`src/hw/rtl/cube_error_range_metric_assert.svh`:
```
// Assertion macros shared by the cube error range metric RTL.
`ifndef CUBE_ERROR_RANGE_METRIC_ASSERT_SVH
`define CUBE_ERROR_RANGE_METRIC_ASSERT_SVH

// Same-cycle implication, checked outside reset.
`define CERM_ASSERT_NOW(lbl, clk, rst_n, ante, cons, msg) \
	lbl: assert property (@(posedge clk) disable iff (!rst_n) (ante) |-> (cons)) \
		else $error(msg);

// Next-cycle implication, checked outside reset.
`define CERM_ASSERT_NEXT(lbl, clk, rst_n, ante, cons, msg) \
	lbl: assert property (@(posedge clk) disable iff (!rst_n) (ante) |=> (cons)) \
		else $error(msg);

`endif

```
`src/hw/rtl/cerm_pkg.sv`:
```
package cerm_pkg;

	// Width of the Q fixed-point relative error.
	localparam int unsigned RATIO_W = 32;
	localparam logic [RATIO_W-1:0] RATIO_TOP = '1;

	// Queue occupancy flags seen by the front and the back.
	typedef struct packed {
		logic full;
		logic empty;
	} cerm_qstat_t;

endpackage

```
`src/hw/rtl/cerm_front.sv`:
```
module cerm_front
	import cerm_pkg::*;
#(
	parameter int unsigned SAMPLE_BITS = 16
) (
	input  logic                          clk,
	input  logic                          arst_n,
	input  logic                          in_valid,
	output logic                          in_stall,
	input  logic signed [SAMPLE_BITS-1:0] original_sample,
	input  logic signed [SAMPLE_BITS-1:0] decoded_sample,
	input  logic                          last,
	input  cerm_qstat_t                   q_stat,
	output logic                          push,
	output logic signed [3*SAMPLE_BITS-3:0] push_high,
	output logic signed [3*SAMPLE_BITS-3:0] push_low,
	output logic        [3*SAMPLE_BITS-3:0] push_diff
);

	localparam int unsigned SB = SAMPLE_BITS;
	localparam int unsigned CW = 3 * SB - 2;

	logic adv;

	logic                 v_s1, v_s2, v_s3;
	logic                 last_s1, last_s2, last_s3;
	logic signed [SB-1:0] o_s1, d_s1, o_s2, d_s2;
	logic signed [2*SB-1:0] osq_s2, dsq_s2;
	logic signed [CW-1:0] oc_s3, dc_s3;

	logic signed [3*SB-1:0] oprod, dprod;
	logic signed [CW:0]     cdiff;
	logic signed [CW:0]     cdiff_abs;
	logic        [CW-1:0]   cur_diff;

	logic signed [CW-1:0] low_q, high_q;
	logic        [CW-1:0] dmax_q;
	logic                 seen_q;
	logic signed [CW-1:0] low_n, high_n;
	logic        [CW-1:0] dmax_n;

	// Advance the whole pipe only while the queue has room.
	assign adv      = !q_stat.full;
	assign in_stall = q_stat.full;

	always_ff @(posedge clk or negedge arst_n) begin
		if (!arst_n) begin
			v_s1 <= 1'b0;
			v_s2 <= 1'b0;
			v_s3 <= 1'b0;
		end else if (adv) begin
			v_s1 <= in_valid;
			v_s2 <= v_s1;
			v_s3 <= v_s2;
		end
	end

	assign oprod = osq_s2 * o_s2;
	assign dprod = dsq_s2 * d_s2;

	always_ff @(posedge clk) begin
		if (adv) begin
			o_s1    <= original_sample;
			d_s1    <= decoded_sample;
			last_s1 <= last;
			osq_s2  <= o_s1 * o_s1;
			dsq_s2  <= d_s1 * d_s1;
			o_s2    <= o_s1;
			d_s2    <= d_s1;
			last_s2 <= last_s1;
			oc_s3   <= $signed(oprod[CW-1:0]);
			dc_s3   <= $signed(dprod[CW-1:0]);
			last_s3 <= last_s2;
		end
	end

	assign cdiff     = {oc_s3[CW-1], oc_s3} - {dc_s3[CW-1], dc_s3};
	assign cdiff_abs = cdiff[CW] ? -cdiff : cdiff;
	assign cur_diff  = cdiff_abs[CW-1:0];

	// The first pair of a set seeds the running values.
	always_comb begin
		low_n  = (!seen_q || oc_s3 < low_q)     ? oc_s3    : low_q;
		high_n = (!seen_q || oc_s3 > high_q)    ? oc_s3    : high_q;
		dmax_n = (!seen_q || cur_diff > dmax_q) ? cur_diff : dmax_q;
	end

	always_ff @(posedge clk or negedge arst_n) begin
		if (!arst_n) begin
			low_q  <= '0;
			high_q <= '0;
			dmax_q <= '0;
			seen_q <= 1'b0;
		end else if (adv && v_s3) begin
			low_q  <= low_n;
			high_q <= high_n;
			dmax_q <= dmax_n;
			seen_q <= !last_s3;
		end
	end

	assign push      = adv && v_s3 && last_s3;
	assign push_high = high_n;
	assign push_low  = low_n;
	assign push_diff = dmax_n;

endmodule

```
`config.mk`:
```
export PLATFORM = sky130hd
export DESIGN_NAME = cerm_front
export DESIGN_NICKNAME = d
export VERILOG_FILES = /design/src/hw/rtl/cube_error_range_metric_assert.svh /design/src/hw/rtl/cerm_pkg.sv /design/src/hw/rtl/cerm_front.sv
export SDC_FILE = /design/constraint.sdc
export NUM_CORES = 2
export LEC_CHECK = 0
export ABC_AREA = 0
export ABC_CLOCK_PERIOD_IN_PS = 10900
export BUFFER_PORTS_ARGS = -buffer_cell sky130_fd_sc_hd__buf_4
export CAP_MARGIN = 25
export CORE_AREA = 8 8 463 465
export DETAILED_ROUTE_END_ITERATION = 6
export DIE_AREA = 0 0 471 473
export SYNTH_ARGS = -nofsm -noshare
export SYNTH_HDL_FRONTEND = slang
export SYNTH_SLANG_ARGS = --single-unit
```
`constraint.sdc`:
```
create_clock -name clk -period 10.9 [get_ports clk]
set_input_delay 0.545 -clock clk [delete_from_list [all_inputs] [get_ports clk]]
set_output_delay 0.545 -clock clk [all_outputs]
set_load 0.01 [all_outputs]
```
==> out/results.tsv <==
stage	metric	value	unit
place	HPWL after DPL	147	mm
run_status	status	finished clean	
logic_synthesis	EDFF count, synth	219	
setup_path	Worst EP arrival	8.29	ns
logic_synthesis	Synth Instances	7694	
setup_path	Reg2Reg Depth	25	
floorplanning	die area	0.223	mm2
floorplanning	top-level port count	178	
logic_synthesis	warning count from the yosys run	0	
clocking	Resized Gates After CTS	0	
logic_synthesis	Seq cells post-synth	361	
route	vias per inst	4.93	
grt	grt met3 use	1.95	%
sta	FMAX	113	MHz
clocking	Bufs on Longest Clock Path	3	
logic_synthesis	post-synthesis average cell area	9.36	um2
flow_run	maxcap violations	0	
setup_path	crit path cell chain	ha_1, a21oi_1, o221ai_1, nor3_1, nand2_1, o211ai_1, o21ai_1, xnor2_1, nand4_2, or4_4, o41ai_2, xnor2_1, ha_1, nand4_1, nor2_1, a221oi_1, o21ai_0, a31oi_1, o21a_1, o31a_2, buf_4, mux2_2, buf_4	
place	routability cong.	0.885	
setup_path	R2R setup slack	2.78	ns
clocking	CTS tree	built	
worst_hold_path	hold path endpoint	d_s1[12]	
route	Avg WL per Cell	17.5	um
logic_synthesis	register area share after synthesis	14.1	%
sta	endpoints failing setup	0	
sta	Slew Viols, Final	0	
finish	Area Growth Syn to Fin	8.55	%
grt	M1 GR Usage	21.8	%
sta	final worst-path cycle share	81.1	%
finish	share of layout cells above drive strength 1	6.21	%
floorplanning	Starting Density	34.9	%
grt	largest net degree at the start of global routing	107	
floorplanning	num rows	167	
clocking	root buffer selected by CTS	clkbuf_16	
route	Via Count	51700	
route	DRT antenna net count	0	
grt	global-route wire length before repair	300	mm
worst_hold_path	worst hold path class	in2reg	
logic_synthesis	asr flop ratio synth	39.3	%
sta	Period minus WS final	8.84	ns
sta	Max-slew headroom	21.7	%
floorplanning	Die Y	473	um
worst_hold_path	Hold Crit Depth	1	
setup_path	WP buf/inv	2	
clocking	CTS Hold Bufs	18	
floorplanning	CORE AREA	0.206	mm2
grt	GRT Util Overall	16.6	%
setup_path	Largest delay share family, worst path	compound AO/OA/AOI/OAI gates	
sta	Clock Skew	0.0630	ns
finish	Fillers	20600	
setup_path	highest cell delay on the worst timing path	0.60	ns
setup_path	r2r endpoint	oc_s3[45]	
setup_path	Critical Path RT	10.36	ns
clocking	clock slew at reported path FFs	0.06	ns
sta	RSZ-0062 raised after global routing	false	
route	total iterations of the first detailed-routing run	6	
logic_synthesis	main flop type after synthesis	edfxtp_1	
clocking	number of buffers created by CTS	50	
grt	met2 Track Usage GR	27.9	%
clocking	depth of the CTS H-tree	2	
logic_synthesis	Yosys cell types	86	
sta	Final TNS setup	0	ns
setup_path	Max FO, Critical Path	31	
sta	setup ws final	2.06	ns
place	pre-CTS worst setup slack	2.82	ns
route	Remaining DRCs	0	
clocking	clock insertion delay at the later pin of the skew report	0.69	ns
route	drt initial violations	3277	
grt	number of global-route vias before repair	55500	
place	port bufs	176	
place	Placed Instances	10400	
finish	Util after Layout	37.9	%
finish	Finished Layout Cells	10500	
clocking	post-CTS setup buffer count	0	
setup_path	FF-to-FF Start	osq_s2[11]	
setup_path	slowest CP cell	edfxtp_1	
setup_path	Crit Path Category	reg2out	
worst_hold_path	hold wc startpoint	decoded_sample[12]	
finish	nets	9766	
grt	initial antenna violation count	3	
grt	total grt overflow	0	
sta	Hold Vio Cnt, Final	0	
floorplanning	chip width	471	um
setup_path	Setup crit end kind	primary output	
sta	slew of the pin with the lowest slew margin	1.16	ns
setup_path	critical path startpoint category	flop	
route	WL final	183	mm
logic_synthesis	post-synth design cell area	0.0720	mm2
grt	GR peak layer	met2	
clocking	Clock Sinks	361	
[worst max path at each step]
| stage | startpoint | endpoint | slack, ns | cells past startpoint |
|---|---|---|---|---|
| finish | oc_s3[12] | push_diff[2] | 2.06 | 23 |
| global route | oc_s3[0] | push_diff[4] | 1.53 | 28 |
| CTS | oc_s3[0] | push_diff[4] | 2.17 | 28 |
| detailed placement | osq_s2[11] | oc_s3[45] | 2.82 | 25 |
| global placement | d_s2[3] | dc_s3[45] | 2.91 | 24 |
| floorplan | osq_s2[13] | oc_s3[45] | 3.95 | 26 |
[cell usage after synthesis (7+ instances only)]
cell type,number,area (um2)
xor2_1,68,596
a21o_1,139,1040
o21a_1,39,293
o2111ai_1,7,61.3
edfxtp_1,219,6580
or3_1,13,81.3
a211oi_1,26,195
nor2_1,189,709
a31oi_1,19,119
clkbuf_1,274,1030
mux2_2,99,1110
nand4_1,46,288
nor3_1,39,195
a21boi_0,8,60.1
o21ai_0,302,1510
or2_2,17,106
xnor2_1,185,1620
nand2_1,920,3450
o31a_1,9,78.8
fa_1,1405,28100
nand3_1,133,666
inv_1,1795,6740
and3_1,18,113
a2111oi_0,7,61.3
o31ai_1,16,120
dfrtp_1,142,3550
a21oi_1,205,1030
o211ai_1,14,105
nor4_1,15,93.8
o21bai_1,25,188
ha_1,585,7320
and2_1,468,2930
nor2b_1,39,244
nand2b_1,86,538
buf_1,12,45.0
[registers in the layout, summed over array words and instances, names as in the netlist]
signal,count
osq_s2,30
d_s2,16
oc_s3,46
o_s1,16
v_s1,1
dmax_q,46
v_s2,1
last_s3,1
last_s1,1
dsq_s2,30
o_s2,16
v_s3,1
dc_s3,46
high_q,46
seen_q,1
last_s2,1
low_q,46
d_s1,16
[layout by cell type (no fill, tap or decap), drive strengths merged, types with 6 or more instances in the layout]
cell and count:
edfxtp 219, a21boi 9, nand2b 86, o21a 39, o2111ai 7, buf 257, a21o 139, dlygate4sd3 18
nor2b 39, clkinv 18, or2 18, xnor2 186, mux2 99, clkbuf 62, nand3 133, ha 585
and3 18, dfrtp 142, o31ai 16, o41ai 7, xor2 68, fa 1405, a21oi 207, and2 469
nand2 920, or3 13, a221oi 6, inv 1801, o21bai 25, a211oi 28, o211ai 16, o31a 9
conb 10, a2111oi 8, nor2 189, nor4 15, nand4 47, o21ai 307, nor3 40, a31oi 19
[cell families (layout without fill, tap and decap cells)]
logic type / Yosys count / in the layout / synth area share [%]
flip-flops: 361 / 361 / 14.1
buffers and inverters: 2088 / 2164 / 10.9
AND/OR/NAND/NOR: 2007 / 2007 / 13.4
adder cells (fa/ha/maj): 1990 / 1990 / 49.2
other: 2 / 12 / 0.0104
AO/OA/AOI/OAI: 891 / 891 / 7.76
multiplexers: 101 / 101 / 1.58
XOR/XNOR: 254 / 254 / 3.10
[layer usage]
metal,share of wire (%),routed length [um]
met5,0,0
met3,5.2,9600
met4,5.0,9200
met1,43,78100
met2,47,86400
[metrics by stage]
step                area [um2]  hold slack, ns
finish                   78200          0.0575
global route             78200          0.0230
CTS                      78100         0.00229
detailed placement       76300           0.412
global placement         76200           0.409
floorplan                72000           0.249
[cell type report]
type,count,area [um2],share of cell area (%)
Antenna cell,2,5.00,0.00640
Clock inverter,30,314,0.402
Multi-Input combinational cell,5253,54100,69.2
Timing Repair Buffer,275,2120,2.71
Inverter,1797,6750,8.64
Sequential cell,361,10100,13.0
Clock buffer,62,1380,1.76
Tap cell,2704,3380,4.33
Power is left out: the tool's default activity adds up to more than one toggle a clock period on the data nets, which glitch-free logic cannot reach.
