### src/hw/rtl/cube_error_range_metric_assert.svh
// Assertion macros shared by the cube error range metric RTL.
`ifndef CUBE_ERROR_RANGE_METRIC_ASSERT_SVH
`define CUBE_ERROR_RANGE_METRIC_ASSERT_SVH

// Same-cycle implication, checked outside reset.
`define CERM_ASSERT_NOW(lbl, clk, rst_n, ante, cons, msg) \
	lbl: assert property (@(posedge clk) disable iff (!rst_n) (ante) |-> (cons)) \
		else $error(msg);

// Next-cycle implication, checked outside reset.
`define CERM_ASSERT_NEXT(lbl, clk, rst_n, ante, cons, msg) \
	lbl: assert property (@(posedge clk) disable iff (!rst_n) (ante) |=> (cons)) \
		else $error(msg);

`endif

### src/hw/rtl/cerm_pkg.sv
package cerm_pkg;

	// Width of the Q fixed-point relative error.
	localparam int unsigned RATIO_W = 32;
	localparam logic [RATIO_W-1:0] RATIO_TOP = '1;

	// Queue occupancy flags seen by the front and the back.
	typedef struct packed {
		logic full;
		logic empty;
	} cerm_qstat_t;

endpackage

### src/hw/rtl/cerm_queue.sv
`include "cube_error_range_metric_assert.svh"

module cerm_queue
	import cerm_pkg::*;
#(
	parameter int unsigned CW = 46
) (
	input  logic                 clk,
	input  logic                 arst_n,
	input  logic                 push,
	input  logic signed [CW-1:0] push_high,
	input  logic signed [CW-1:0] push_low,
	input  logic        [CW-1:0] push_diff,
	input  logic                 pop,
	output logic signed [CW-1:0] head_high,
	output logic signed [CW-1:0] head_low,
	output logic        [CW-1:0] head_diff,
	output cerm_qstat_t          q_stat
);

	logic signed [CW-1:0] high_mem [2];
	logic signed [CW-1:0] low_mem  [2];
	logic        [CW-1:0] diff_mem [2];
	logic                 wr_ptr_q, rd_ptr_q;
	logic [1:0]           count_q;

	assign q_stat.full  = (count_q == 2'd2);
	assign q_stat.empty = (count_q == 2'd0);

	always_ff @(posedge clk) begin
		if (push) begin
			high_mem[wr_ptr_q] <= push_high;
			low_mem[wr_ptr_q]  <= push_low;
			diff_mem[wr_ptr_q] <= push_diff;
		end
	end

	always_ff @(posedge clk or negedge arst_n) begin
		if (!arst_n) begin
			wr_ptr_q <= 1'b0;
			rd_ptr_q <= 1'b0;
			count_q  <= 2'd0;
		end else begin
			if (push)
				wr_ptr_q <= !wr_ptr_q;
			if (pop)
				rd_ptr_q <= !rd_ptr_q;
			unique case ({push, pop})
				2'b10:   count_q <= count_q + 2'd1;
				2'b01:   count_q <= count_q - 2'd1;
				default: count_q <= count_q;
			endcase
		end
	end

	assign head_high = high_mem[rd_ptr_q];
	assign head_low  = low_mem[rd_ptr_q];
	assign head_diff = diff_mem[rd_ptr_q];

	`CERM_ASSERT_NOW(a_no_push_full, clk, arst_n, push, !q_stat.full, "push into full queue")
	`CERM_ASSERT_NOW(a_no_pop_empty, clk, arst_n, pop, !q_stat.empty, "pop from empty queue")
	`CERM_ASSERT_NOW(a_count_range, clk, arst_n, 1'b1, count_q != 2'd3, "queue count overflow")

endmodule

### config.mk
export PLATFORM = sky130hd
export DESIGN_NAME = cerm_queue
export DESIGN_NICKNAME = d
export VERILOG_FILES = /design/src/hw/rtl/cerm_pkg.sv /design/src/hw/rtl/cerm_queue.sv
export VERILOG_INCLUDE_DIRS = /design/src /design/src/hw/rtl
export SDC_FILE = /design/constraint.sdc
export NUM_CORES = 1
export LEC_CHECK = 0
export ABC_CLOCK_PERIOD_IN_PS = 6700
export BUFFER_PORTS_ARGS = -buffer_cell sky130_fd_sc_hd__buf_2
export CORE_ASPECT_RATIO = 1.4
export CORE_MARGIN = 8
export CORE_UTILIZATION = 30
export DETAILED_ROUTE_END_ITERATION = 12
export SYNTH_ARGS = -nofsm -noshare
export SYNTH_HDL_FRONTEND = slang
export SYNTH_SLANG_ARGS = --single-unit
export TNS_END_PERCENT = 10
### constraint.sdc
create_clock -name clk -period 6.7 [get_ports clk]
set_clock_uncertainty 0.05 [all_clocks]
set_input_delay 0 -clock clk [delete_from_list [all_inputs] [get_ports clk]]
set_output_delay 0 -clock clk [all_outputs]
set_load 0.02 [all_outputs]
==> results of run 1 <==
==> sequential cells by signal, summed over array words and instances (netlist names) <==
signal	cells
wr_ptr_q	1
count_q	2
low_mem	92
diff_mem	92
high_mem	92
rd_ptr_q	1
==> final timing paths <==
path,slack (ps),depth (start not counted),from,to
max,4040,3,rd_ptr_q,head_diff[27]
min,140,2,push_low[44],low_mem[0][44]
max reg2reg,4360,3,wr_ptr_q,high_mem[0][20]
min reg2reg,430,1,count_q[1],count_q[1]
max in group asynchronous,6030,3,arst_n,rd_ptr_q
min in group asynchronous,360,3,arst_n,count_q[1]
==> cell type report <==
class	instances	area (um^2)
Fill cell	2984	19400
Sequential cell	280	8390
Timing Repair Buffer	430	2880
Multi-Input combinational cell	149	1640
Clock buffer	37	753
Tap cell	451	564
Clock inverter	11	86.3
Antenna cell	3	7.51
Inverter	1	3.75
==> stage by stage <==
step | area (um^2) | utilization [%]
4_1_cts | 14300 | 42.5
6_report | 14300 | 42.5
2_1_floorplan | 10200 | -
3_5_place_dp | 12100 | 35.8
3_3_place_gp | 12100 | 35.8
5_1_grt | 14300 | 42.5
==> Yosys cell counts <==
master      n  share of area, %
xnor2_1     2              0.17
nor2b_1     1             0.062
nor2_1      3              0.11
inv_1       1             0.037
edfxtp_1  276                81
xor2_1      3              0.26
buf_2       2             0.098
buf_4       2              0.15
mux2_2    138                15
buf_6      11               1.2
ha_1        1              0.12
dfrtp_1     4              0.98
and2_1      1             0.062
==> cell families (layout without fill, tap and decap cells) <==
family / after synthesis / in the layout / share of synthesized area (%)
xor+xnor: 5 / 5 / 0.430
flops: 280 / 280 / 82.4
other cells: 0 / 3 / 0
simple gates: 5 / 5 / 0.234
fa+ha+maj: 1 / 1 / 0.123
buf+inv: 16 / 479 / 1.50
mux: 138 / 138 / 15.3
==> layer usage <==
metal | GRT usage (%) | wire [um] | vias to the layer above
met5 | 0 | 19 | -
met4 | 6.29 | 1130 | 4
met3 | 2.93 | 1760 | 59
met2 | 21.7 | 13100 | 199
met1 | 11.2 | 8100 | 2825
li1 | - | - | 2666
==> cell usage in the layout, fill, tap and decap left out <==
master / Yosys / layout
and2_4: 0 / 1
buf_4: 2 / 7
xnor2_1: 2 / 2
diode_2: 0 / 3
inv_6: 0 / 2
clkinvlp_4: 0 / 1
clkinv_1: 0 / 3
edfxtp_1: 276 / 276
inv_1: 1 / 1
nor2_1: 3 / 2
xor2_1: 3 / 3
nor2_4: 0 / 1
mux2_2: 138 / 138
clkbuf_16: 0 / 27
ha_1: 1 / 1
dfrtp_4: 0 / 1
dlygate4sd3_1: 0 / 142
clkinv_2: 0 / 4
nor2b_1: 1 / 1
clkbuf_8: 0 / 4
clkbuf_1: 0 / 6
buf_2: 2 / 281
dfrtp_1: 4 / 3
bufinv_16: 0 / 1
==> report_power, final <==
| part | switching, W | internal [W] | total [W] | leakage [nW] |
|---|---|---|---|---|
| clock network | 0.000618 | 0.000823 | 0.00144 | 0.412 |
| registers | 0.0000923 | 0.00233 | 0.00242 | 2.64 |
| logic | 0.00113 | 0.000727 | 0.00186 | 2.32 |
| total | 0.00184 | 0.00388 | 0.00572 | 5.37 |
==> impl_metrics.ini, run 1 <==
[routing]
vias_per_cell = 4.22
ant_nets = 0
drc = 0
initialDrtViolationCount = 209
num_vias = 5753
wl_per_cell_um = 17.7
routed_wl_mm = 24.1
dr.pass1.iters = 4

[timing]
rsz0062_at_grt = false
worstMarginPinSlew_ps = 936
setup_viol = 0
finalCritPeriodShare_pct = 39.7
max_freq_mhz = 376
hold_violations = 0
postLayoutSetupSlackWorst_ps = 4040
relSlewSlack_pct = 37.6
slew_violations = 0
min_period_ps = 2660
tns_ps = 0
whs_ps = 137

[clocking]
cts.reportedPaths.clkPinSlew_ps = 60
root_buffer = clkbuf_16
postCtsSetupBuffers = 0
cts_resized = 0
clk_latency_ps = 530
cts.path.max_buffers = 3
cts_tree = built
cts.htree.levels = 1
cts_buffers = 26
cts_hold_buf = 142
cts.sinks = 280

[placed_design]
pre_cts_ws_ps = 4330
routabilityCongestion = 0.712
port_buffers = 281
dp_cells = 1169
hpwl_mm = 15.6

[worst_setup_path]
crit_buf_inv = 2
worstSetupPathType = flip-flop to output port
cp_slowest_cell = buf_4
crit_chain = buf_4, mux2_2, buf_2
start_kind = flip-flop
cp_max_fo = 65
cp-end-kind = output port
crit_family = buffers and inverters
required_ps = 6650
cp.arrival_ps = 2610
max_stage_delay_ps = 730

[global_routing]
grt_pass1_wl_mm = 35.3
grt_pass1_vias = 6361
grt_usage_pct = 11.5
grt_max_degree = 67
grt_overflow = 0
antenna_found_initial = 5

[synth]
avgSynthCellArea_um2 = 22.9
ys_seq_elements = 280
synth_warnings = 0
synth_cell_type_count = 13
synth_area_um2 = 10200
synth-seq-area-share_pct = 82.4
syn-instance-count = 445
synth_nets = 588

[floorplan]
ios = 282
rows = 80
die-area_um2 = 40100
die_x_um = 172
initial_core_util_pct = 30.2
die-height_um = 234
core_um2 = 33700

[worst_hold_path]
hold_class = input pin to flip-flop

[power]
totalPowerFinal_w = 0.00572
peakVddDrop_uv = 334
p_per_area_nw_per_um2 = 399
p_leak_nw = 5.37

[cells_and_area]
nets = 1031
area_growth_pct = 40.9
instances_no_fill = 1362
drive_gt1_share_pct = 51.5

[outcome]
status = complete, no violations

[flow_run]
drv_cap = 0
(Power assumes the default switching activity.)
==> run 2, diff against run 1 <==
--- a/config.mk
+++ b/config.mk
@@ -6,7 +6,7 @@
 export SDC_FILE = /design/constraint.sdc
 export NUM_CORES = 1
 export LEC_CHECK = 0
-export ABC_CLOCK_PERIOD_IN_PS = 6700
+export ABC_CLOCK_PERIOD_IN_PS = 2700
 export BUFFER_PORTS_ARGS = -buffer_cell sky130_fd_sc_hd__buf_2
 export CORE_ASPECT_RATIO = 1.4
 export CORE_MARGIN = 8
==> constraint.sdc (replaced) <==
create_clock -name clk -period 2.7 [get_ports clk]
set_clock_uncertainty 0.05 [all_clocks]
set_input_delay 0 -clock clk [delete_from_list [all_inputs] [get_ports clk]]
set_output_delay 0 -clock clk [all_outputs]
set_load 0.02 [all_outputs]
==> run 2 against run 1 <==
  * Critical path depth stayed put
  * Sequential power increased by 150%
  * Critical path type unchanged
  * Flip-flop and latch count unchanged
  * Worst setup slack worse by 3600 ps
==> impl_metrics.ini, run 2 (synthesized netlist as in run 1, its figures left out) <==
[outcome]
status = complete, no violations

[worst_hold_path]
min_from = push_low[33]
hold_end = low_mem[1][33]
hold_depth = 2
hold_class = input pin to flip-flop

[floorplan]
die-height_um = 234
ios = 282
initial_core_util_pct = 30.2
die-area_um2 = 40100
die_x_um = 172
rows = 80
core_um2 = 33700

[clocking]
cts_tree = built
root_buffer = clkbuf_16
postCtsSetupBuffers = 0
cts.path.max_buffers = 3
clk_latency_ps = 530
cts.sinks = 280
cts_buffers = 28
cts.reportedPaths.clkPinSlew_ps = 60
cts_resized = 0
cts.htree.levels = 1

[timing]
finalCritPeriodShare_pct = 83.8
postLayoutSetupSlackWorst_ps = 436
slew_violations = 0
max_freq_mhz = 442
setup_viol = 0
tns_ps = 0
hold_violations = 0
worstMarginPinSlew_ps = 479
relSlewSlack_pct = 68.1
min_period_ps = 2260
whs_ps = 129
rsz0062_at_grt = false

[placed_design]
hpwl_mm = 15.9
port_buffers = 281
dp_cells = 1172
routabilityCongestion = 0.728
pre_cts_ws_ps = 958
place_area_um2 = 12200

[global_routing]
antenna_found_initial = 2
grt_pass1_vias = 6603
grt_overflow = 0
grt_max_degree = 71
grt_usage_pct = 11.8
grt_pass1_wl_mm = 36.4

[cells_and_area]
nets = 1036
final_cell_mix = 281 x buf_2, 276 x edfxtp_1, 142 x dlygate4sd3_1, 138 x mux2_2, 29 x clkbuf_16
area_growth_pct = 42.7
multi_input_area_um2 = 1640
top_regs = diff_mem: 92 flops, high_mem: 92 flops, low_mem: 92 flops
instances_no_fill = 1367
layout_commonest_cell = buf_2
drive_gt1_share_pct = 52.1
fillCellCount = 3008
ff_latch_area_um2 = 8390
design_area_um2 = 14500

[worst_setup_path]
worstSetupPathType = flip-flop to output port
r2r-start = wr_ptr_q
regToRegSetupSlack_ps = 1030
required_ps = 2650
rr_worst_depth = 2
start_kind = flip-flop
max_stage_delay_ps = 710
cp.arrival_ps = 2210
cp_max_fo = 29
crit_family = flip-flops
cp_slowest_cell = dfrtp_4
crit_buf_inv = 2
crit_chain = buf_4, mux2_2, buf_2
r2r_end = diff_mem[1][24]
cp-end-kind = output port

[routing]
routed_wl_mm = 24.5
num_vias = 5814
dr.pass1.iters = 4
vias_per_cell = 4.25
drc = 0
initialDrtViolationCount = 281
wl_per_cell_um = 17.9
ant_nets = 0

[power]
p_leak_nw = 5.46
peakVddDrop_uv = 675
p_per_area_nw_per_um2 = 1010

[flow_run]
drv_cap = 0
## run 2: stage by stage
step | util, % | power [W]
floorplan | - | 0.00922
global placement | 36.0 | 0.0107
detailed placement | 36.0 | 0.0108
CTS | 43.0 | 0.0149
global route | 43.0 | 0.0153
finish | 43.0 | 0.0146
## run 2: layer usage
metal  global-route usage (%)  routed length, um
met5                        0                  0
met4                     4.71                751
met3                     2.81               1630
met2                     22.5              13500
met1                     12.0               8590
## run 2: worst max-delay path by stage
stage / start / to / depth (start not counted)
CTS: rd_ptr_q / head_diff[9] / 3
global placement: rd_ptr_q / head_diff[9] / 3
detailed placement: rd_ptr_q / head_diff[9] / 3
global route: rd_ptr_q / head_diff[40] / 3
finish: rd_ptr_q / head_diff[40] / 3
floorplan: wr_ptr_q / diff_mem[0][0] / 1
## run 2: layout make-up
cell class,count,share of cell area (%)
flip-flops and latches,280,57.8
repair buffers,433,20.5
multi-input cells,149,11.3
clock buffers,37,5.41
well taps,451,3.89
clock inverters,14,1.03
diodes,2,0.0345
inverters,1,0.0258
## run 2: report_power, final
part | internal [W] | switching [W]
Sequential | 0.00576 | 0.000272
Clock | 0.00233 | 0.00157
Combinational | 0.00190 | 0.00280
## run 2: worst register-to-register path: cells and delay by family (launching register included)
| family | cells | cell delay [ps] |
|---|---|---|
| and+or+nand+nor | 1 | 490 |
| buffers and inverters | 1 | 390 |
| DFF | 1 | 420 |
## run 2: timing repair
action,4_1_cts,5_1_grt
hold buffers,142,0
setup endpoints to repair,0,0
hold endpoints to repair,284,0
==> run 3, diff against run 2 <==
--- a/config.mk
+++ b/config.mk
@@ -6,7 +6,8 @@
 export SDC_FILE = /design/constraint.sdc
 export NUM_CORES = 1
 export LEC_CHECK = 0
-export ABC_CLOCK_PERIOD_IN_PS = 2700
+export ABC_AREA = 1
+export ABC_CLOCK_PERIOD_IN_PS = 2300
 export BUFFER_PORTS_ARGS = -buffer_cell sky130_fd_sc_hd__buf_2
 export CORE_ASPECT_RATIO = 1.4
 export CORE_MARGIN = 8
==> constraint.sdc (replaced) <==
create_clock -name clk -period 2.3 [get_ports clk]
set_clock_uncertainty 0.05 [all_clocks]
set_input_delay 0 -clock clk [delete_from_list [all_inputs] [get_ports clk]]
set_output_delay 0 -clock clk [all_outputs]
set_load 0.02 [all_outputs]
==> run 3 against run 2 <==
  * Final area is 3.9% higher
  * Core utilization fell by 0.78 points
  * First-iteration DRC count up 24%
  * Worst setup slack lost 180 ps
  * Register-to-register slack got worse by 260 ps
  * Flip-flop and latch count stayed put
  * Synthesized cell count rose by 67%
  * Highest routed layer unchanged
==> impl_metrics.ini, run 3 <==
[power]
seq_power_share_pct = 38.6
peakVddDrop_uv = 709
power_frac_clock_pct = 25.8
power_switching_w = 0.00660
totalPowerFinal_w = 0.0183
p_comb_share_pct = 35.6
internal_power_w = 0.0117
p_per_area_nw_per_um2 = 1210
p_leak_nw = 6.33
netSwitchingFraction_pct = 36.1

[floorplan]
die_x_um = 176
die-area_um2 = 42500
initial_core_util_pct = 30.3
ios = 282
die-height_um = 241
core_um2 = 35700
rows = 82

[cells_and_area]
instances_no_fill = 1665
final_util_pct = 42.3
fillCellCount = 3269
ff_latch_area_um2 = 8390
layout_commonest_cell = buf_2
nets = 1322
multi_input_area_um2 = 1580
final_cell_mix = 281 x buf_2, 276 x edfxtp_1, 143 x inv_1, 142 x nand2_1, 142 x dlygate4sd3_1
top_regs = diff_mem: 92 flops, high_mem: 92 flops, low_mem: 92 flops
area_growth_pct = 39.5
drive_gt1_share_pct = 35.0

[synth]
synth_mux_area_share_pct = 0
synth_area_um2 = 10800
synthAdderAreaFrac_pct = 0.116
avgSynthCellArea_um2 = 14.5
syn-instance-count = 745
synth-edff-count = 276
synth_top_area_share_pct = 76.6
ys_async_sr_fraction_pct = 1.43
synth-seq-area-share_pct = 77.5
synth_nets = 888
synthTopCellsByArea = edfxtp_1 77%, o21ai_2 6.0%, inv_1 5.0%
synth_area_leader_cell = edfxtp_1
synth_warnings = 0
synth.most_common_cell = edfxtp_1
synth_cell_type_count = 18
synth_compound_area_share_pct = 8.95
synthSimpleGateAreaFrac_pct = 5.17
yosys-top-cells-count = 276 x edfxtp_1, 144 x inv_1, 143 x nand2_1
yosys_most_used_dff = edfxtp_1
ys_seq_elements = 280
synth_xor_area_share_pct = 0.243
synth_top_family_by_area = compound AO/OA/AOI/OAI gates

[worst_setup_path]
max_stage_delay_ps = 580
cp_max_fo = 82
cp.arrival_ps = 1990
cp_slowest_cell = dfrtp_4
crit_chain = buf_12, nand2_1, o21ai_2, buf_2
worstSetupPathType = flip-flop to output port
start_kind = flip-flop
cp-end-kind = output port
required_ps = 2250

[clocking]
clk_latency_ps = 540
cts.sinks = 280
cts.htree.levels = 1
root_buffer = clkbuf_16
cts.path.max_buffers = 3
cts_buffers = 28
cts_resized = 0
cts.reportedPaths.clkPinSlew_ps = 70
cts_tree = built

[placed_design]
port_buffers = 281
routabilityCongestion = 0.787
hpwl_mm = 16.5
dp_cells = 1469

[outcome]
status = complete, no violations

[routing]
vias_per_cell = 4.14
routed_wl_mm = 24.8
drc = 0
wl_per_cell_um = 14.9
initialDrtViolationCount = 348
ant_nets = 0
dr.pass1.iters = 4
num_vias = 6901

[timing]
max_freq_mhz = 490
slew_violations = 0
rsz0062_at_grt = false
finalCritPeriodShare_pct = 88.7
min_period_ps = 2040
hold_violations = 0
worstMarginPinSlew_ps = 493
setup_viol = 0
relSlewSlack_pct = 67.1

[global_routing]
grt_overflow = 0
grt_usage_pct = 11.1
antenna_found_initial = 2
grt_pass1_wl_mm = 37.7
grt_max_degree = 84
grt_pass1_vias = 7186

[flow_run]
drv_cap = 0

[worst_hold_path]
hold_class = input pin to flip-flop
## run 3: critical path: cells and delay by family, from the launching register on
| kind | cells | cell delay [ps] |
|---|---|---|
| AOI/OAI and AO/OA | 1 | 80 |
| buffers and inverters | 2 | 560 |
| DFF | 1 | 580 |
| and+or+nand+nor | 1 | 140 |
## run 3: layer usage
layer  vias up  global-route usage [%]  share of wire, %
met5         -                       0                 0
met4         0                    4.83               3.3
met3        53                    2.49               6.0
met2       202                    20.7                54
met1      3233                    11.8                37
li1       3413                       -                 -
## run 3: per-stage QoR
stage / instance area [um^2] / hold slack, ps / worst slack (ps) / TNS [ps]
after floorplan: 10800 / -346 / -677 / -181630
after global placement: 12700 / -236 / 780 / 0
after detailed placement: 12700 / -237 / 769 / 0
after CTS: 15100 / 96.9 / 203 / 0
after global routing: 15100 / 112 / 108 / 0
final: 15100 / 130 / 259 / 0
## run 3: cell families (layout without fill, tap and decap cells)
kind of cell / after synthesis / count (layout)
buf+inv: 175 / 631
compound gates: 138 / 138
xor+xnor: 3 / 3
other cells: 0 / 2
flops: 280 / 280
simple gates: 148 / 148
fa+ha+maj: 1 / 1
## run 3: power groups by stage
stage               combinational (W)  sequential [W]  clock [W]
finish                        0.00651         0.00705    0.00471
global route                  0.00709         0.00713    0.00507
CTS                           0.00666         0.00705    0.00487
detailed placement            0.00644         0.00716          0
global placement              0.00641         0.00713          0
floorplan                     0.00455         0.00712          0
## run 3: final cells by class
cell class,instances,share of cell area [%]
diodes,2,0.0332
clock buffers,35,5.22
clock inverters,17,1.27
inverters,144,3.61
multi-input cells,290,10.4
flip-flops and latches,280,55.6
well taps,462,3.83
repair buffers,435,20.0
## run 3: path summary, 6_finish.rpt
check,from,to,slack (ps),cells after the start
hold / removal,push_high[20],high_mem[1][20],130,2
max in group asynchronous,arst_n,rd_ptr_q,1690,3
hold reg to reg,count_q[1],count_q[1],460,2
setup / recovery,rd_ptr_q,head_low[17],260,4
min in group asynchronous,arst_n,count_q[1],320,3
setup reg to reg,wr_ptr_q,diff_mem[0][11],770,2
## run 3: repair_timing
item                                    in CTS  in global routing
buffers inserted                             0                  0
hold buffers                               142                  0
endpoints found under the setup margin       0                  0
endpoints found under the hold margin      289                  0
