File: src/hw/rtl/cube_error_range_metric_assert.svh
// Assertion macros shared by the cube error range metric RTL.
`ifndef CUBE_ERROR_RANGE_METRIC_ASSERT_SVH
`define CUBE_ERROR_RANGE_METRIC_ASSERT_SVH

// Same-cycle implication, checked outside reset.
`define CERM_ASSERT_NOW(lbl, clk, rst_n, ante, cons, msg) \
	lbl: assert property (@(posedge clk) disable iff (!rst_n) (ante) |-> (cons)) \
		else $error(msg);

// Next-cycle implication, checked outside reset.
`define CERM_ASSERT_NEXT(lbl, clk, rst_n, ante, cons, msg) \
	lbl: assert property (@(posedge clk) disable iff (!rst_n) (ante) |=> (cons)) \
		else $error(msg);

`endif

File: src/hw/rtl/cerm_pkg.sv
package cerm_pkg;

	// Width of the Q fixed-point relative error.
	localparam int unsigned RATIO_W = 32;
	localparam logic [RATIO_W-1:0] RATIO_TOP = '1;

	// Queue occupancy flags seen by the front and the back.
	typedef struct packed {
		logic full;
		logic empty;
	} cerm_qstat_t;

endpackage

File: src/hw/rtl/cerm_back.sv
`include "cube_error_range_metric_assert.svh"

module cerm_back
	import cerm_pkg::*;
#(
	parameter int unsigned CW            = 46,
	parameter int unsigned FRACTION_BITS = 16
) (
	input  logic                 clk,
	input  logic                 arst_n,
	input  cerm_qstat_t          q_stat,
	input  logic signed [CW-1:0] head_high,
	input  logic signed [CW-1:0] head_low,
	input  logic        [CW-1:0] head_diff,
	output logic                 pop,
	output logic                 out_valid,
	input  logic                 out_stall,
	output logic signed [CW-1:0] max_cube,
	output logic signed [CW-1:0] min_cube,
	output logic        [CW-1:0] max_cube_difference,
	output logic [RATIO_W-1:0]   relative_error,
	output logic                 range_zero,
	output logic                 ratio_saturated
);

	localparam int unsigned DW    = CW + 1;
	localparam int unsigned NW    = CW + FRACTION_BITS;
	localparam int unsigned CNT_W = $clog2(NW);

	typedef enum logic [1:0] {
		ST_IDLE,
		ST_RUN,
		ST_EMIT
	} state_t;

	state_t state_q;

	logic signed [CW:0]   range_s;
	logic        [DW-1:0] den_q;
	logic        [DW-1:0] rem_q;
	logic        [NW-1:0] num_q;
	logic [CNT_W-1:0]     cnt_q;
	logic [RATIO_W-1:0]   quo_q;
	logic                 sat_q;
	logic                 zero_q;

	logic [DW:0] trial;
	logic [DW:0] trial_sub;
	logic        qbit;

	assign pop     = (state_q == ST_IDLE) && !q_stat.empty;
	assign range_s = {head_high[CW-1], head_high} - {head_low[CW-1], head_low};

	// One restoring-division step per cycle, numerator MSB first.
	assign trial     = {rem_q, num_q[NW-1]};
	assign trial_sub = trial - {1'b0, den_q};
	assign qbit      = !trial_sub[DW];

	always_ff @(posedge clk or negedge arst_n) begin
		if (!arst_n) begin
			state_q <= ST_IDLE;
		end else begin
			unique case (state_q)
				ST_IDLE: begin
					if (pop)
						state_q <= (range_s == '0) ? ST_EMIT : ST_RUN;
				end
				ST_RUN: begin
					if (cnt_q == '0)
						state_q <= ST_EMIT;
				end
				ST_EMIT: begin
					if (!out_stall)
						state_q <= ST_IDLE;
				end
				default: state_q <= ST_IDLE;
			endcase
		end
	end

	always_ff @(posedge clk) begin
		unique case (state_q)
			ST_IDLE: begin
				if (pop) begin
					max_cube            <= head_high;
					min_cube            <= head_low;
					max_cube_difference <= head_diff;
					den_q               <= DW'($unsigned(range_s));
					num_q               <= NW'(head_diff) << FRACTION_BITS;
					rem_q               <= '0;
					cnt_q               <= CNT_W'(NW - 1);
					quo_q               <= '0;
					sat_q               <= 1'b0;
					zero_q              <= (range_s == '0);
				end
			end
			ST_RUN: begin
				rem_q <= qbit ? trial_sub[DW-1:0] : trial[DW-1:0];
				num_q <= num_q << 1;
				quo_q <= {quo_q[RATIO_W-2:0], qbit};
				// Flag any quotient bit above the 32-bit result.
				if (qbit && (32'(cnt_q) >= 32'(RATIO_W)))
					sat_q <= 1'b1;
				cnt_q <= cnt_q - CNT_W'(1);
			end
			default: ;
		endcase
	end

	assign out_valid       = (state_q == ST_EMIT);
	assign range_zero      = zero_q;
	assign ratio_saturated = sat_q && !zero_q;
	assign relative_error  = zero_q ? '0 : (sat_q ? RATIO_TOP : quo_q);

	`CERM_ASSERT_NOW(a_den_nonzero, clk, arst_n, state_q == ST_RUN, den_q != '0,
		"division started with zero range")
	`CERM_ASSERT_NOW(a_zero_result, clk, arst_n, out_valid && range_zero,
		relative_error == '0 && !ratio_saturated, "zero range with nonzero ratio")
	`CERM_ASSERT_NEXT(a_pop_leaves_idle, clk, arst_n, pop,
		state_q == ST_RUN || state_q == ST_EMIT, "pop did not start work")

endmodule

File: config.mk
export PLATFORM = sky130hd
export DESIGN_NAME = cerm_back
export DESIGN_NICKNAME = d
export VERILOG_FILES = /design/src/hw/rtl/cerm_pkg.sv /design/src/hw/rtl/cerm_back.sv
export VERILOG_INCLUDE_DIRS = /design/src /design/src/hw/rtl
export SDC_FILE = /design/constraint.sdc
export NUM_CORES = 1
export LEC_CHECK = 0
export ABC_CLOCK_PERIOD_IN_PS = 13090
export BUFFER_PORTS_ARGS = -buffer_cell sky130_fd_sc_hd__clkbuf_2
export CAP_MARGIN = 10
export CORE_MARGIN = 2
export CORE_UTILIZATION = 30
export DETAILED_ROUTE_END_ITERATION = 12
export PLACE_DENSITY = 0.51
export SKIP_LAST_GASP = 1
export SLEW_MARGIN = 10
export SYNTH_ARGS = -nofsm -noshare
export SYNTH_HDL_FRONTEND = slang
export SYNTH_SLANG_ARGS = --single-unit
export TNS_END_PERCENT = 1
File: constraint.sdc
create_clock -name clk -period 13.09 [get_ports clk]
set_input_delay 1.309 -clock clk [delete_from_list [all_inputs] [get_ports clk]]
set_output_delay 1.309 -clock clk [all_outputs]
set_load 0.005 [all_outputs]
==> impl_metrics.json, run 1 <==
{
  "syn-num-nets": 1894,
  "worst_setup_path_startpoint": "head_high[0]",
  "maximum_buffer_depth_of_the_clock_tree": 3,
  "period_needed_ns": 5.386,
  "worstReg2RegStart": "rem_q[3]$_SDFFCE_PN0P_",
  "final_antenna_net_count": 0,
  "standard_cell_area_after_detailed_placement_sq_um": 20020,
  "worstPathCellList": "clkbuf_2, inv_1, ha_1, fa_1, nand3b_1, a31oi_2, o211ai_2, a2111oi_0, nor2_1, xnor2_1, or4b_1, nor4_1, and4_1, and3b_1, o21ai_1",
  "path_delay_family": "simple AND/OR/NAND/NOR gates",
  "setup.worst_path.end_class": "flop",
  "globalRouteOverflowTotal": 0,
  "finalWeightedCongestion": 0.8713,
  "worstPathMaxFanout": 6,
  "synthesis.yosys.warnings": 0,
  "die_w_um": 246.4,
  "core_area_sq_um": 57920,
  "power.ir.vdd_worst_uv": 117.9,
  "clock_tree_sinks": 320,
  "syn_area_per_cell_sq_um": 10.66,
  "power_per_cell_area_nw_per_um2": 232.2,
  "crit-reg2reg-capture": "rem_q[16]$_SDFFCE_PN0P_",
  "detailedPlacementHpwl_um": 32150,
  "nets": 2202,
  "worst-r2r-cell-count": 13,
  "finalHoldWorstSlack_ns": 0.4956,
  "clk-insertion-delay-late_ns": 0.55,
  "timing.clock.skew_ns": 0.01558,
  "antenna_found_initial": 0,
  "syn-instance-count": 1654,
  "final-setup-viol-count": 0,
  "grt_first_pass_wirelength_um": 70070,
  "viasPerCell": 4.788,
  "postSynthRegisterBits": 320,
  "critPathSlowestCell": "sky130_fd_sc_hd__a2111oi_0",
  "timing.setup.critical_path_class": "in2reg",
  "min_period_over_period_pct": 41.14,
  "drive_above_1_share_pct": 20.43,
  "cp_data_arrival_time_ns": 5.81,
  "routed_wire_length_per_instance_um": 16.03,
  "max_slew_margin_pct": 23.10,
  "asyncSetResetFlopFracSynth_pct": 0.6250,
  "clock_buffer_count_from_cts": 41,
  "cts_root_buf": "sky130_fd_sc_hd__clkbuf_16",
  "final_hold_viol_count": 0,
  "routed-via-count": 13200,
  "report.power.total_w": 0.004957,
  "clkSlewWorstSetupHoldPaths_ns": 0.06,
  "rsz_0062_raised_after_global_routing": "false",
  "final_std_cell_area_no_fill_sq_um": 21340,
  "vias_in_the_first_global_route": 13330,
  "post_synthesis_cell_area_sq_um": 17630,
  "grt_start_max_net_pins": 85,
  "remaining_drc_errors": 0,
  "standard_cell_row_count": 88,
  "path_buf_inv": 2,
  "run_status": "finished clean",
  "fp.dieH_um": 246.4,
  "worst_path_largest_cell_delay_ns": 0.78,
  "synth-edff-count": 318,
  "die-area_sq_um": 60720,
  "routed_wl_um": 44200,
  "port_buffers": 315,
  "dominantRegCellSynth": "sky130_fd_sc_hd__edfxtp_1",
  "starting_density_of_the_core_pct": 30.44,
  "floorplan.io_pins": 317,
  "worst_hold_path_type": "reg2reg",
  "first_iter_violations": 670,
  "maximum_level_of_the_cts_h_tree": 2,
  "cp-start-kind": "input pin",
  "p_leak_nw": 9.246,
  "drtPass1Iterations": 5,
  "setup_total_negative_slack_ns": 0,
  "number_of_resized_instances_in_the_post_cts_repair_step": 0,
  "postCtsHoldBufs": 0,
  "r2r_setup_slack_ns": 8.58,
  "num_antenna_cells": 0,
  "synth_cell_types": 79,
  "synth_seq_area_share_pct": 54.45,
  "timing_max_transition_violations_final": 0,
  "cts_tree": "done",
  "grt_use_total_pct": 14.37,
  "drv_cap": 0,
  "worstHoldPathCells": 2,
  "cp_data_required_time_ns": 13.52,
  "area.growth.synth_to_final_pct": 21.08,
  "post_cts_setup_repair_bufs": 0,
  "worstMarginPinSlew_ns": 1.153,
  "endpoint": "state_q[0]$_DFFE_PN0P_",
  "clock.fmax_mhz": 185.7,
  "worst-path-stages": 15
}
## final cells by class
type | instances | area [sq um]
inverter | 129 | 491.7
clock inverter | 24 | 222.7
fill | 5879 | 36570
timing repair buffer | 324 | 1644
multi-input combinational | 1146 | 7331
tap | 765 | 957.2
sequential | 320 | 9599
clock buffer | 49 | 1099
## where the power goes
| part | switching (W) | total, W | internal (W) |
|---|---|---|---|
| Sequential | 0.000143 | 0.00176 | 0.00162 |
| Clock | 0.000449 | 0.00111 | 0.000661 |
| Combinational | 0.00126 | 0.00208 | 0.000819 |
| Total | 0.00185 | 0.00496 | 0.00310 |
## flip-flops by register name, summed over array words and instances, names as in the netlist, 2 cells and up
| signal | cells |
|---|---|
| quo_q | 32 |
| max_cube | 46 |
| den_q | 47 |
| state_q | 2 |
| min_cube | 46 |
| num_q | 46 |
| cnt_q | 6 |
| rem_q | 47 |
| max_cube_difference | 46 |
## cells in the final DEF (no fill, tap or decap), drive strengths merged, types with 8 or more instances in the layout
master	netlist	routed
a211oi	13	13
a21o	46	46
a21oi	110	110
a31oi	18	18
and2	46	46
and3	19	19
buf	9	9
clkbuf	50	364
clkinv	0	11
edfxtp	318	318
ha	95	95
inv	129	134
mux2i	45	45
nand2	209	209
nand2b	8	8
nand3	20	20
nand4	21	21
nor2	165	165
nor2b	14	14
nor3	31	31
nor4	12	12
o211ai	11	11
o21a	11	11
o21ai	72	72
o21bai	11	11
o31ai	8	8
xnor2	47	47
xor2	34	34
## through the flow
stage	worst slack, ns	util, %	cells
floorplan	4.790	-	1654
global placement	7.271	34.57	2684
detailed placement	7.269	34.57	2684
CTS	7.865	36.85	2757
global route	7.673	36.85	2757
finish	7.704	36.85	2757
## routing by layer
| layer | GRT usage [%] | wire length (um) | part of all wire, % |
|---|---|---|---|
| met1 | 18.64 | 19990 | 45 |
| met2 | 23.87 | 20640 | 47 |
| met3 | 2.603 | 2204 | 5.0 |
| met4 | 5.315 | 1358 | 3.1 |
| met5 | 0 | 0 | 0 |
## tightest hold or removal path, cell delays in order, from the launching register on
cell                       delay [ns]
sky130_fd_sc_hd__edfxtp_1        0.31
sky130_fd_sc_hd__nand2_1         0.04
sky130_fd_sc_hd__nand2_1         0.04
## synth_stat cells, drive strengths merged, types with 3 or more instances
cell | instances | area share [%]
or3 | 5 | 0.18
a2111oi | 3 | 0.15
mux2i | 45 | 2.6
and4 | 6 | 0.30
nand2 | 209 | 4.5
a41oi | 3 | 0.15
a211oi | 13 | 0.55
xor2 | 34 | 1.7
or4 | 3 | 0.13
nand3b | 3 | 0.13
a31o | 4 | 0.20
o21bai | 11 | 0.47
o2111ai | 6 | 0.30
nor4 | 12 | 0.43
o311a | 3 | 0.18
o21ai | 72 | 2.1
edfxtp | 318 | 54
o211ai | 11 | 0.53
a21oi | 110 | 3.1
nor3 | 31 | 0.91
nand2b | 8 | 0.28
ha | 95 | 6.7
and3 | 19 | 0.67
nand4 | 21 | 0.75
or2 | 3 | 0.11
o21a | 11 | 0.48
a21o | 46 | 2.0
nor2 | 165 | 3.5
xnor2 | 47 | 2.4
a211o | 5 | 0.25
a31oi | 18 | 0.67
and2 | 46 | 1.6
a21boi | 3 | 0.13
buf | 9 | 0.31
or4b | 3 | 0.17
nor2b | 14 | 0.54
inv | 129 | 2.7
clkbuf | 50 | 1.1
nand3 | 20 | 0.57
o31ai | 8 | 0.34
## cell families after synthesis
| group | count (synthesis) | share of synthesized area (%) |
|---|---|---|
| and+or+nand+nor | 575 | 15.13 |
| AOI/OAI and AO/OA | 348 | 12.70 |
| DFF | 320 | 54.45 |
| buffers and inverters | 188 | 4.131 |
| adders and majority gates | 97 | 6.970 |
| xor gates and xnor gates | 81 | 4.067 |
| muxes | 45 | 2.555 |
## worst min path at each step
stage | from | end | slack, ns
4_1_cts | arst_n | state_q[1]$_DFFE_PN0P_ | 0.50
5_1_grt | arst_n | state_q[1]$_DFFE_PN0P_ | 0.51
3_5_place_dp | num_q[49]$_DFFE_PP_ | num_q[50]$_DFFE_PP_ | 0.49
6_report | num_q[29]$_DFFE_PP_ | num_q[30]$_DFFE_PP_ | 0.50
2_1_floorplan | num_q[16]$_SDFFCE_PP0P_ | num_q[17]$_DFFE_PP_ | 0.48
3_3_place_gp | num_q[22]$_DFFE_PP_ | num_q[23]$_DFFE_PP_ | 0.49
Note: power is estimated with default switching activity, not from simulation.
==> run 2: changes to the inputs <==
--- a/config.mk
+++ b/config.mk
@@ -6,7 +6,7 @@
 export SDC_FILE = /design/constraint.sdc
 export NUM_CORES = 1
 export LEC_CHECK = 0
-export ABC_CLOCK_PERIOD_IN_PS = 13090
+export ABC_CLOCK_PERIOD_IN_PS = 5460
 export BUFFER_PORTS_ARGS = -buffer_cell sky130_fd_sc_hd__clkbuf_2
 export CAP_MARGIN = 10
 export CORE_MARGIN = 2
==> constraint.sdc (replaced) <==
create_clock -name clk -period 5.46 [get_ports clk]
set_input_delay 0.546 -clock clk [delete_from_list [all_inputs] [get_ports clk]]
set_output_delay 0.546 -clock clk [all_outputs]
set_load 0.005 [all_outputs]
==> impl_metrics.json, run 2 (same netlist as run 1, synthesis figures left out) <==
{
  "worstPathCellList": "ha_1, a21o_1, a31o_2, o21ai_0, nand4_1, a31oi_1, a21oi_1, a31oi_1, o21ai_1, xnor2_4, buf_12, mux2i_1, nor2_1",
  "viasPerCell": 4.797,
  "cts_root_buf": "sky130_fd_sc_hd__clkbuf_16",
  "timing.setup.critical_path_class": "reg2reg",
  "routed_wire_length_per_instance_um": 16.12,
  "final-setup-viol-count": 0,
  "floorplan.io_pins": 317,
  "finalWeightedCongestion": 0.8572,
  "detailedPlacementHpwl_um": 32070,
  "rsz_0062_raised_after_global_routing": "false",
  "critPathSlowestCell": "sky130_fd_sc_hd__xnor2_4",
  "clk-insertion-delay-late_ns": 0.56,
  "report.power.total_w": 0.01209,
  "p_leak_nw": 9.316,
  "holdCritStartpoint": "head_low[12]",
  "period_needed_ns": 4.439,
  "die-area_sq_um": 60720,
  "setup.worst_path.end_class": "flop",
  "timing_max_transition_violations_final": 0,
  "final_hold_viol_count": 0,
  "vias_in_the_first_global_route": 13290,
  "r2r_setup_slack_ns": 1.02,
  "cts_tree": "done",
  "grt_first_pass_wirelength_um": 70190,
  "first_iter_violations": 879,
  "post_cts_setup_repair_bufs": 0,
  "min_period_over_period_pct": 81.29,
  "nets": 2206,
  "core_area_sq_um": 57920,
  "run_status": "finished clean",
  "clock.fmax_mhz": 225.3,
  "path_buf_inv": 1,
  "post_layout_nonfiller_instances": 2763,
  "fp.dieH_um": 246.4,
  "reg_top3": "den_q: 47 flops, rem_q: 47 flops",
  "worstMarginPinSlew_ns": 1.164,
  "maximum_buffer_depth_of_the_clock_tree": 3,
  "placedCellCount": 2688,
  "antenna_found_initial": 0,
  "cp_data_arrival_time_ns": 4.71,
  "crit-reg2reg-capture": "rem_q[22]$_SDFFCE_PN0P_",
  "remaining_drc_errors": 0,
  "worst_hold_path.endpoint": "min_cube[12]$_DFFE_PP_",
  "drtPass1Iterations": 5,
  "routed_wl_um": 44530,
  "port_buffers": 315,
  "clock_tree_sinks": 320,
  "worstPathMaxFanout": 19,
  "most_frequent_cells_in_the_layout": "sky130_fd_sc_hd__edfxtp_1 (318), sky130_fd_sc_hd__clkbuf_2 (315), sky130_fd_sc_hd__nand2_1 (209)",
  "maximum_level_of_the_cts_h_tree": 2,
  "globalRouteOverflowTotal": 0,
  "drv_cap": 0,
  "critPathMostFrequentCell": "sky130_fd_sc_hd__a31oi_1",
  "power.ir.vdd_worst_uv": 245.4,
  "num_antenna_cells": 0,
  "die_w_um": 246.4,
  "routed-via-count": 13250,
  "power_per_cell_area_nw_per_um2": 562.7,
  "cp_data_required_time_ns": 5.73,
  "worst-r2r-cell-count": 13,
  "worst_path_largest_cell_delay_ns": 0.59,
  "clock_buffer_count_from_cts": 40,
  "max_slew_margin_pct": 22.43,
  "worst_setup_path_startpoint": "rem_q[3]$_SDFFCE_PN0P_",
  "area.growth.synth_to_final_pct": 21.88,
  "setup_total_negative_slack_ns": 0,
  "standard_cell_row_count": 88,
  "drive_above_1_share_pct": 20.62,
  "cp-start-kind": "flop",
  "grt_start_max_net_pins": 125,
  "clkSlewWorstSetupHoldPaths_ns": 0.06,
  "grt_use_total_pct": 14.36,
  "worst_hold_path_type": "in2reg",
  "final_antenna_net_count": 0,
  "worstReg2RegStart": "rem_q[3]$_SDFFCE_PN0P_",
  "starting_density_of_the_core_pct": 30.44,
  "timing.clock.skew_ns": 0.02014,
  "worstHoldPathCells": 1,
  "mostFrequentLayoutCell": "sky130_fd_sc_hd__edfxtp_1",
  "path_delay_family": "compound AO/OA/AOI/OAI gates"
}
[run 2: worst max path at each step]
| stage | depth (start not counted) | end |
|---|---|---|
| after floorplan | 2 | pop |
| after global placement | 15 | state_q[0]$_DFFE_PN0P_ |
| after detailed placement | 15 | state_q[0]$_DFFE_PN0P_ |
| after CTS | 13 | rem_q[22]$_SDFFCE_PN0P_ |
| after global routing | 13 | rem_q[22]$_SDFFCE_PN0P_ |
| final | 13 | rem_q[22]$_SDFFCE_PN0P_ |
[run 2: repair_timing]
| action | in CTS | in global routing |
|---|---|---|
| hold endpoints to repair | 2 | 0 |
| hold buffers | 1 | 0 |
| resized for setup | 0 | 0 |
[run 2: layout make-up]
| type | instances | area [sq um] |
|---|---|---|
| fillers | 5891 | 36430 |
| flip-flops and latches | 320 | 9599 |
| multi-input cells | 1146 | 7331 |
| repair buffers | 329 | 1734 |
| clock buffers | 49 | 1077 |
| well taps | 765 | 957.2 |
| inverters | 129 | 491.7 |
| clock inverters | 25 | 294.0 |
[run 2: layer usage]
metal  global-route usage, %  wire length, um
met1                   18.67            20240
met2                   23.72            20640
met3                   2.908             2367
met4                   4.979             1283
met5                       0                0
[run 2: power by group]
| group | internal, W | total (W) | switching (W) |
|---|---|---|---|
| clock | 0.00169 | 0.00275 | 0.00106 |
| sequential | 0.00389 | 0.00423 | 0.000339 |
| combinational | 0.00206 | 0.00511 | 0.00305 |
[run 2: through the flow]
| stage | area, sq um | util [%] | setup WS (ns) | hold WS, ns |
|---|---|---|---|---|
| finish | 21480 | 37.10 | 1.021 | 0.1810 |
| global route | 21480 | 37.10 | 0.7907 | 0.1529 |
| CTS | 21480 | 37.10 | 0.9914 | 0.1371 |
| detailed placement | 20100 | 34.71 | 0.7655 | 0.3378 |
| global placement | 20100 | 34.71 | 0.8007 | 0.3359 |
| floorplan | 17630 | - | 0.3907 | 0.2504 |
==> run 3: changes to the inputs <==
--- a/config.mk
+++ b/config.mk
@@ -6,13 +6,13 @@
 export SDC_FILE = /design/constraint.sdc
 export NUM_CORES = 1
 export LEC_CHECK = 0
-export ABC_CLOCK_PERIOD_IN_PS = 5460
+export ABC_CLOCK_PERIOD_IN_PS = 3680
 export BUFFER_PORTS_ARGS = -buffer_cell sky130_fd_sc_hd__clkbuf_2
 export CAP_MARGIN = 10
 export CORE_MARGIN = 2
 export CORE_UTILIZATION = 30
 export DETAILED_ROUTE_END_ITERATION = 12
-export PLACE_DENSITY = 0.51
+export PLACE_DENSITY = 0.53
 export SKIP_LAST_GASP = 1
 export SLEW_MARGIN = 10
 export SYNTH_ARGS = -nofsm -noshare
==> constraint.sdc (replaced) <==
create_clock -name clk -period 3.68 [get_ports clk]
set_input_delay 0.368 -clock clk [delete_from_list [all_inputs] [get_ports clk]]
set_output_delay 0.368 -clock clk [all_outputs]
set_load 0.005 [all_outputs]
==> impl_metrics.json, run 3 (same netlist as run 1, synthesis figures left out) <==
{
  "final-setup-viol-count": 0,
  "standard_cell_area_after_detailed_placement_sq_um": 21160,
  "p_comb_share_pct": 45.2,
  "net-switching-power_w": 0.006913,
  "clock_tree_sinks": 320,
  "internal-power_w": 0.01171,
  "routed-via-count": 14480,
  "clock_buffer_count_from_cts": 41,
  "cts_root_buf": "sky130_fd_sc_hd__clkbuf_16",
  "nets": 2480,
  "clkSlewWorstSetupHoldPaths_ns": 0.06,
  "die_w_um": 246.4,
  "port_buffers": 315,
  "grt_use_total_pct": 15.27,
  "cp_data_required_time_ns": 4.11,
  "clk-insertion-delay-late_ns": 0.56,
  "drtPass1Iterations": 5,
  "worstPathMaxFanout": 5,
  "drive_above_1_share_pct": 26.10,
  "clock.fmax_mhz": 279.7,
  "core_area_sq_um": 57920,
  "report.power.total_w": 0.01862,
  "routed_wl_um": 48010,
  "starting_density_of_the_core_pct": 30.44,
  "grt_first_pass_wirelength_um": 74990,
  "timing.clock.skew_ns": 0.01813,
  "final_hold_viol_count": 0,
  "timing.setup.critical_path_class": "in2reg",
  "rsz_0062_raised_after_global_routing": "true",
  "critPathSlowestCell": "sky130_fd_sc_hd__or4b_2",
  "viasPerCell": 4.773,
  "die-area_sq_um": 60720,
  "mostFrequentLayoutCell": "sky130_fd_sc_hd__edfxtp_1",
  "first_iter_violations": 680,
  "run_status": "finished clean",
  "path_buf_inv": 4,
  "period_needed_ns": 3.575,
  "path_delay_family": "simple AND/OR/NAND/NOR gates",
  "finalWeightedCongestion": 0.8570,
  "grt_start_max_net_pins": 132,
  "fp.dieH_um": 246.4,
  "drv_cap": 0,
  "worstMarginPinSlew_ns": 1.200,
  "antenna_found_initial": 0,
  "worstPathCellList": "dlygate4sd3_1, clkbuf_2, inv_1, ha_2, a41oi_1, o21ai_0, o211ai_2, o311a_1, o21a_2, xnor2_1, or4b_2, nor4_1, buf_4, and4_1, and3b_1, o21ai_1",
  "worst_path_largest_cell_delay_ns": 0.61,
  "area.growth.synth_to_final_pct": 36.12,
  "power.ir.vdd_worst_uv": 458.7,
  "final_std_cell_area_no_fill_sq_um": 24000,
  "max_slew_margin_pct": 20.01,
  "reg_top3": "den_q: 47 flops, rem_q: 47 flops",
  "power_per_cell_area_nw_per_um2": 775.9,
  "worst_hold_path_type": "in2reg",
  "floorplan.io_pins": 317,
  "vias_in_the_first_global_route": 14790,
  "remaining_drc_errors": 0,
  "n_fill_cell": 5643,
  "cts_tree": "done",
  "cp_data_arrival_time_ns": 4.01,
  "final_antenna_net_count": 0,
  "maximum_buffer_depth_of_the_clock_tree": 3,
  "standard_cell_row_count": 88,
  "cp-start-kind": "input pin",
  "min_period_over_period_pct": 97.14,
  "setup.worst_path.end_class": "flop",
  "power_frac_seq_pct": 33.8,
  "globalRouteOverflowTotal": 0,
  "setup_total_negative_slack_ns": 0,
  "p_leak_nw": 10.54,
  "routed_wire_length_per_instance_um": 15.83,
  "core_occupancy_in_the_finished_layout_pct": 41.43,
  "timing_max_transition_violations_final": 0,
  "maximum_level_of_the_cts_h_tree": 2,
  "clockPowerShare_pct": 21.0,
  "power_switching_share_pct": 37.13,
  "most_frequent_cells_in_the_layout": "sky130_fd_sc_hd__edfxtp_1 (318), sky130_fd_sc_hd__clkbuf_2 (315), sky130_fd_sc_hd__nand2_1 (208)",
  "num_antenna_cells": 0,
  "detailedPlacementHpwl_um": 33950
}
-- run 3: cell count changes in the layout (fill, tap and decap cells not counted), moves of 4 or more --
cell / delta
sky130_fd_sc_hd__buf_4: +144
sky130_fd_sc_hd__dlygate4sd3_1: +124
sky130_fd_sc_hd__o21ai_0: -5
sky130_fd_sc_hd__ha_1: -4
-- run 3: worst reg2reg max path, delay by kind of cell, from the launching register on --
kind	cells	cell delay, ns
adder cells (fa/ha/maj)	2	0.65
multiplexers	1	0.12
flip-flops	1	0.40
AND/OR/NAND/NOR	2	0.26
XOR/XNOR	1	0.15
AO/OA/AOI/OAI	7	1.65
-- run 3: routing by layer --
layer	up-vias	global-route usage (%)	share of wire, %
li1	7158	-	-
met2	409	25.94	47
met3	101	2.963	5.3
met4	0	5.404	3.2
met5	-	0	0
met1	6808	19.28	45
-- run 3: worst paths after layout --
kind / cells past startpoint / from / slack, ns / end
max reg2reg: 13 / den_q[0]$_DFFE_PP_ / 0.18 / rem_q[30]$_SDFFCE_PN0P_
max: 16 / head_low[6] / 0.11 / state_q[0]$_DFFE_PN0P_
min: 1 / head_high[37] / 0.03 / max_cube[37]$_DFFE_PP_
max in group asynchronous: 2 / arst_n / 3.38 / state_q[0]$_DFFE_PN0P_
min reg2reg: 2 / num_q[32]$_DFFE_PP_ / 0.51 / num_q[33]$_DFFE_PP_
min in group asynchronous: 2 / arst_n / 0.20 / state_q[1]$_DFFE_PN0P_
-- run 3: area by class of cell --
| class | instances | area (sq um) | area share (%) |
|---|---|---|---|
| multi-input cells | 1146 | 7511 | 31.30 |
| clock inverters | 26 | 264.0 | 1.100 |
| clock buffers | 45 | 1041 | 4.338 |
| repair buffers | 602 | 4135 | 17.23 |
| inverters | 129 | 488.0 | 2.034 |
| flip-flops and latches | 320 | 9599 | 40.00 |
| well taps | 765 | 957.2 | 3.989 |
-- run 3: repair_timing --
item,CTS,global route
buffers inserted,0,8
endpoints found under the hold margin,126,0
resized for setup,0,45
hold buffers,125,0
setup endpoints to repair,0,37
-- run 3: stage by stage --
step           hold WS (ns)  instances  setup WS (ns)
3_3_place_gp         0.1565       2827        -0.5296
3_5_place_dp         0.1573       2827        -0.5000
2_1_floorplan       0.07241       1654       -0.09140
4_1_cts            0.001367       3023        0.02113
6_report            0.02578       3033         0.1051
5_1_grt            0.002728       3033       -0.03554
-- run 3: power groups by stage --
stage	logic, W	clock network [W]	registers (W)
4_1_cts	0.00813	0.00405	0.00630
2_1_floorplan	0.00547	0	0.00627
5_1_grt	0.00937	0.00419	0.00643
6_report	0.00842	0.00392	0.00629
3_3_place_gp	0.00787	0	0.00632
3_5_place_dp	0.00799	0	0.00635
